### config.mk
export PLATFORM = sky130hd
export DESIGN_NAME = etf_ctrl
export DESIGN_NICKNAME = d
export VERILOG_FILES = /design/src/rtl/etf_pkg.sv /design/src/rtl/etf_ctrl.sv
export SDC_FILE = /design/constraint.sdc
export NUM_CORES = 1
export LEC_CHECK = 0
export BUFFER_PORTS_ARGS = -buffer_cell sky130_fd_sc_hd__buf_4
export CAP_MARGIN = 40
export CORE_AREA = 5 5 42 44
export CTS_CLUSTER_DIAMETER = 200
export CTS_CLUSTER_SIZE = 10
export DETAILED_ROUTE_END_ITERATION = 10
export DIE_AREA = 0 0 47 49
export SLEW_MARGIN = 5
export SYNTH_ARGS = -nofsm -noshare
export SYNTH_HDL_FRONTEND = slang
export SYNTH_SLANG_ARGS = --single-unit
### constraint.sdc
create_clock -name clk -period 1.25 [get_ports clk]
set_input_delay 0.125 -clock clk [delete_from_list [all_inputs] [get_ports clk]]
set_output_delay 0.125 -clock clk [all_outputs]
set_load 0.02 [all_outputs]
### src/rtl/etf_pkg.sv
// shared constants, types and helpers for the escape time fractal pixel unit
// no dependencies
package etf_pkg;

  localparam int PALETTE_DEPTH = 256;
  localparam int FRAME_WIDTH   = 1024;
  localparam int FRAME_HEIGHT  = 1024;

  localparam int PAL_AW = $clog2(PALETTE_DEPTH);

  localparam int FRAC_BITS = 27;
  localparam logic [16:0] K095 = 17'd62259;        // 0.95 in q0.16
  localparam logic [64:0] ESC_LIMIT = 65'd1 << 56;  // 4.0 in q8.54

  localparam int ADDR_W = 20;

  // configuration register indexes
  localparam logic REG_MAX_ITER = 1'b0;
  localparam logic REG_SUB_MODE = 1'b1;

  // input op codes
  localparam logic OP_PIXEL = 1'b0;
  localparam logic OP_PAL   = 1'b1;

  typedef enum logic [2:0] {
    S_IDLE,
    S_CHECK,
    S_MUL,
    S_SCALE,
    S_UPDATE,
    S_READ,
    S_EMIT
  } state_t;

  typedef struct packed {
    logic load;
    logic pal_wr;
    logic mul;
    logic scale;
    logic update;
    logic pal_rd;
    logic emit;
  } cmd_t;

  typedef struct packed {
    logic iter_ok;
    logic escaped;
    logic on_screen;
    logic out_free;
  } status_t;

  // clamp a 40 bit signed value to the signed 32 bit range
  function automatic logic signed [31:0] sat32(input logic signed [39:0] v);
    logic signed [31:0] r;
    if (v > 40'sd2147483647) begin
      r = 32'sh7fffffff;
    end else if (v < -40'sd2147483648) begin
      r = 32'sh80000000;
    end else begin
      r = v[31:0];
    end
    return r;
  endfunction

endpackage

### src/rtl/etf_ctrl.sv
// controller state machine for the fractal pixel unit
// depends on etf_pkg
module etf_ctrl import etf_pkg::*; (
  input  logic    clk,
  input  logic    rst,
  input  logic    in_valid,
  input  logic    op,
  input  status_t status,
  output logic    in_stall,
  output cmd_t    cmd
);

  state_t state, state_next;
  logic   accept;

  assign accept = in_valid && (state == S_IDLE);

  always_ff @(posedge clk) begin
    if (rst) begin
      state <= S_IDLE;
    end else begin
      state <= state_next;
    end
  end

  always_comb begin
    state_next = state;
    case (state)
      S_IDLE: begin
        if (accept && op == OP_PIXEL) state_next = S_CHECK;
      end
      S_CHECK: begin
        state_next = status.iter_ok ? S_MUL : S_READ;
      end
      S_MUL:    state_next = S_SCALE;
      S_SCALE:  state_next = S_UPDATE;
      S_UPDATE: begin
        state_next = status.escaped ? S_READ : S_CHECK;
      end
      S_READ:   state_next = S_EMIT;
      S_EMIT: begin
        if (!status.on_screen || status.out_free) state_next = S_IDLE;
      end
      default:  state_next = S_IDLE;
    endcase
  end

  always_comb begin
    cmd      = '0;
    in_stall = (state != S_IDLE);
    case (state)
      S_IDLE: begin
        cmd.load   = accept && (op == OP_PIXEL);
        cmd.pal_wr = accept && (op == OP_PAL);
      end
      S_MUL:    cmd.mul    = 1'b1;
      S_SCALE:  cmd.scale  = 1'b1;
      S_UPDATE: cmd.update = !status.escaped;
      S_READ:   cmd.pal_rd = 1'b1;
      S_EMIT:   cmd.emit   = status.on_screen && status.out_free;
      default: begin
        cmd = '0;
      end
    endcase
  end

endmodule

# Yosys cells after proc, flatten, opt, wreduce, memory -nomap -nowiden
# Index checks and enable logic that the tools add are counted.
[word_totals]
regBits = 3
[op_classes]
eq_ne = 8
muxes = 11
bitwise_logic = 1
reduce_logical = 10
[ops]
columns = ["op", "count"]
rows = [
  ["$pmux 3 s7", 1],
  ["$mux 3", 4],
  ["$eq 3x3->1 const B", 3],
  ["$eq 3x2->1 const B", 2],
  ["$mux 1", 5],
  ["$logic_and 1x1->1", 4],
  ["$eq 3x1->1 const B", 1],
  ["$logic_not 3->1", 1],
  ["$reduce_bool 3->1", 1],
  ["$logic_not 1->1", 2],
  ["$mux 2", 1],
  ["$ne 2x1->1 const B", 1],
  ["$ne 2x2->1 const B", 1],
  ["$reduce_and 2->1", 1],
  ["$logic_or 1x1->1", 1],
  ["$not 1->1", 1],
]

# Logic depth before layout (Yosys ltp)
[logic_depth]
word_depth = 5
depth_mapped = 4
mapped_depth_nobuf = 3

# Worst setup path after synthesis
# No wires, ideal clock.
[synth_path]
path_type = "flip-flop to output port"
from = "register state[2]"
to = "output cmd[2] (netlist name)"
t_arrival_ns = 1.233
t_required_ns = 1.125
setup_slack_ns = -0.108
stages_incl_launch_ff = 3
n_path_buf = 1
cell_sequence = "dfxtp_1 -> buf_4 -> nor4b_1"
[synth_lines]
columns = ["item", "line", "source"]
rows = [
  ["from (decl)", "etf_ctrl.sv:13", "state_t state, state_next;"],
  ["from (signal assigned)", "etf_ctrl.sv:22", "state <= state_next;"],
  ["to (decl)", "etf_ctrl.sv:10", "output cmd_t cmd"],
]

==> flow_summary_export.csv <==
group,metric,value,unit
die,die_w,47,µm
clocking,cts_tree,"yes",
sta,fin_crit_sh,100,%
worst_setup_path,max_stage_delay,0.36,ns
detailed_routing,firstDrtPassIters,3,
die,ios,16,
clocking,cts_made_buffers,3,
pwr,worst_ir_drop_vdd,0.482,mV
sta,rsz0062_at_grt,"yes",
sta,final.min_clock_period,1.25,ns
cells_and_area,seqCellArea,68.8,µm²
sta,worst_pin_slew,0.300,ns
global_route,grt_max_degree,11,
detailed_routing,post_drt_wl_per_cell,10.7,µm
worst_setup_path,critical_path_class,"flip-flop to output pin",
synthesis,ys_ff_latch,3,
sta,hold_viol_final,0,
clocking,clockBufferDepth,2,
clocking,cts_root_buf,"clkbuf_4",
sta,timing.fmax,797,MHz
sta,fin_worst_skew,0.00163,ns
die,die_height,49,µm
synthesis,yosys.area.top_type,"dfxtp_1",
cells_and_area,multiInputGateArea,201,µm²
global_route,grt_pass1_wl,1.13,mm
sta,maxSlewViolCount,0,
worst_setup_path,r2r-end,"state[2]$_SDFFE_PP0P_",
run,maxCapViolCount,0,
clocking,cts_max_level,1,
cells_and_area,n_antenna_cell,0,
synthesis,yosys-top-cells-area,"dfxtp_1 (24%), and3_1 (7.5%), nor3_1 (6.0%)",
cells_and_area,largest_reg_flops,3,
sta,max_slew_margin,79.8,%
global_route,grtUsageTotal,7.03,%
placed_design,portBuffers,15,
cells_and_area,area_growth,94.0,%
synthesis,syn_nets,40,
detailed_routing,ant_nets,0,
worst_setup_path,arrival,1.13,ns
worst_hold_path,hp-class,"input port to flip-flop",
synthesis,yosys.area.top_type_share,24.0,%
sta,setup_viol,1,
cells_and_area,final_cell_mix,"buf_4 (17), and3_1 (3), nor2_1 (3), clkbuf_4 (3), buf_6 (3)",
clocking,clock-sinks,3,
worst_setup_path,slowest_stage,"dfxtp_4",
synthesis,synthDistinctLibCells,21,
detailed_routing,wl,735,µm
global_route,grt_pass1_vias,289,
sta,worst_hold_slack,0.0552,ns
worst_setup_path,cp_top_family,"simple AND/OR/NAND/NOR gates",
detailed_routing,drcViolationCount,0,
synthesis,synthCells,32,
worst_setup_path,worst_r2r_path_depth,4,
worst_setup_path,crit_required,1.12,ns
detailed_routing,avgViaCountPerCell,4.41,
status,violations,"negative setup slack",
detailed_routing,dr_total_vias,304,
cells_and_area,fin_nets,62,
sta,fin_ws,-0.00403,ns
die,fp-row-count,14,
pwr,fin_total_pwr,437,µW
die,initial_core_util,17.9,%
synthesis,ys_warn_count,0,
status,status,"finished, violations left",
worst_hold_path,hold_depth,2,
placed_design,place_congestion,0.637,
cells_and_area,fillers,156,
worst_setup_path,rrSetupSlack,0.03,ns
worst_setup_path,cp-end-kind,"output pin",
placed_design,dp_slack,0.0362,ns
die,core-area,1400,µm²
die,dieArea,2300,µm²
synthesis,seq_area_frac_synth,24.0,%
cells_and_area,layout-drive-gt1-share,60.4,%
detailed_routing,drtIter0Drc,5,
clocking,clk_latency,0.23,ns
cells_and_area,post-route-util,34.6,%
cells_and_area,regMostFlops,"state",
pwr,power_density,901,nW/µm²
pwr,p_leak,0.222,nW
worst_hold_path,min_from,"rst",
worst_setup_path,path_cells,"nor3_4 -> and3_1 -> buf_6",
worst_setup_path,crit_buf_inv,1,
worst_setup_path,crit_path_max_fanout,7,
global_route,overflow,0,
cells_and_area,layout_commonest_cell,"buf_4",
worst_setup_path,cp-start-kind,"flip-flop",
synthesis,avgSynthCellArea,7.82,µm²
worst_hold_path,min_to,"state[2]$_SDFFE_PP0P_",
clocking,path_clk_slew,0.04,ns
worst_setup_path,r2r_start,"state[2]$_SDFFE_PP0P_",
cells_and_area,biggestRegsByFlops,"state x3",
global_route,antenna_found_initial,0,
synthesis,synthesis.area,250,µm²
kinds of logic after synthesis:
family          after synthesis  share of synthesized area [%]
compound gates                8                           26.0
simple gates                 16                           37.5
flops                         3                           24.0
buf+inv                       5                           12.5
per-layer routing:
layer  part of all wire, %  global-route usage [%]  wire length, µm  vias up
met1                    47                    8.52              349      132
met5                     0                       0                0        -
met3                   9.5                    5.90               70        0
li1                      -                       -                -      159
met4                     0                    2.76                0        0
met2                    43                    8.82              315       13
power by group:
part / total [mW] / internal (mW) / switching [mW]
combinational: 0.151 / 0.0788 / 0.0727
sequential: 0.115 / 0.102 / 0.0121
clock: 0.171 / 0.120 / 0.0515
metrics by stage:
step	TNS, ns	instance area [µm²]	cells
final	-0.00403	485	69
after global routing	-0.235	485	69
after detailed placement	0	388	63
after CTS	-0.0518	445	68
after global placement	0	388	63
after floorplan	0	256	32
area by class of cell:
| type | instances | share of cell area (%) |
|---|---|---|
| clock buffers | 4 | 5.41 |
| inverters | 2 | 1.55 |
| multi-input cells | 24 | 41.5 |
| flip-flops and latches | 3 | 14.2 |
| well taps | 16 | 4.12 |
| repair buffers | 20 | 33.2 |
worst max path at each step:
stage | from | endpoint | slack [ns] | cells past startpoint
finish | state[2]$_SDFFE_PP0P_ | cmd[5] | -0.004 | 3
global route | state[2]$_SDFFE_PP0P_ | cmd[6] | -0.07 | 4
CTS | state[2]$_SDFFE_PP0P_ | cmd[5] | -0.03 | 3
detailed placement | state[2]$_SDFFE_PP0P_ | cmd[5] | 0.04 | 3
global placement | state[1]$_SDFFE_PP0P_ | state[2]$_SDFFE_PP0P_ | 0.03 | 3
floorplan | state[1]$_SDFFE_PP0P_ | cmd[6] | 0.09 | 4
cell usage after synthesis:
library cell and number:
and3_1 3, dfxtp_1 3, nor2_1 3, nor3_1 3, a21oi_1 2, inv_1 2, nand2b_1 2, a2111oi_2 1
a211o_1 1, a21boi_1 1, a311oi_1 1, and4b_1 1, buf_2 1, buf_4 1, buf_6 1, nand2_1 1
nand4_1 1, nor3b_1 1, nor4b_1 1, o211ai_1 1, o21a_1 1
timing repair:
| item | in CTS | in global routing |
|---|---|---|
| pin swaps | 4 | 4 |
| gates cloned | 0 | 0 |
| hold buffers | 0 | 0 |
| gates resized for setup | 8 | 7 |
| setup buffers | 1 | 1 |
| setup endpoints to repair | 7 | 8 |
No activity file was read; power rests on OpenSTA's default activity.
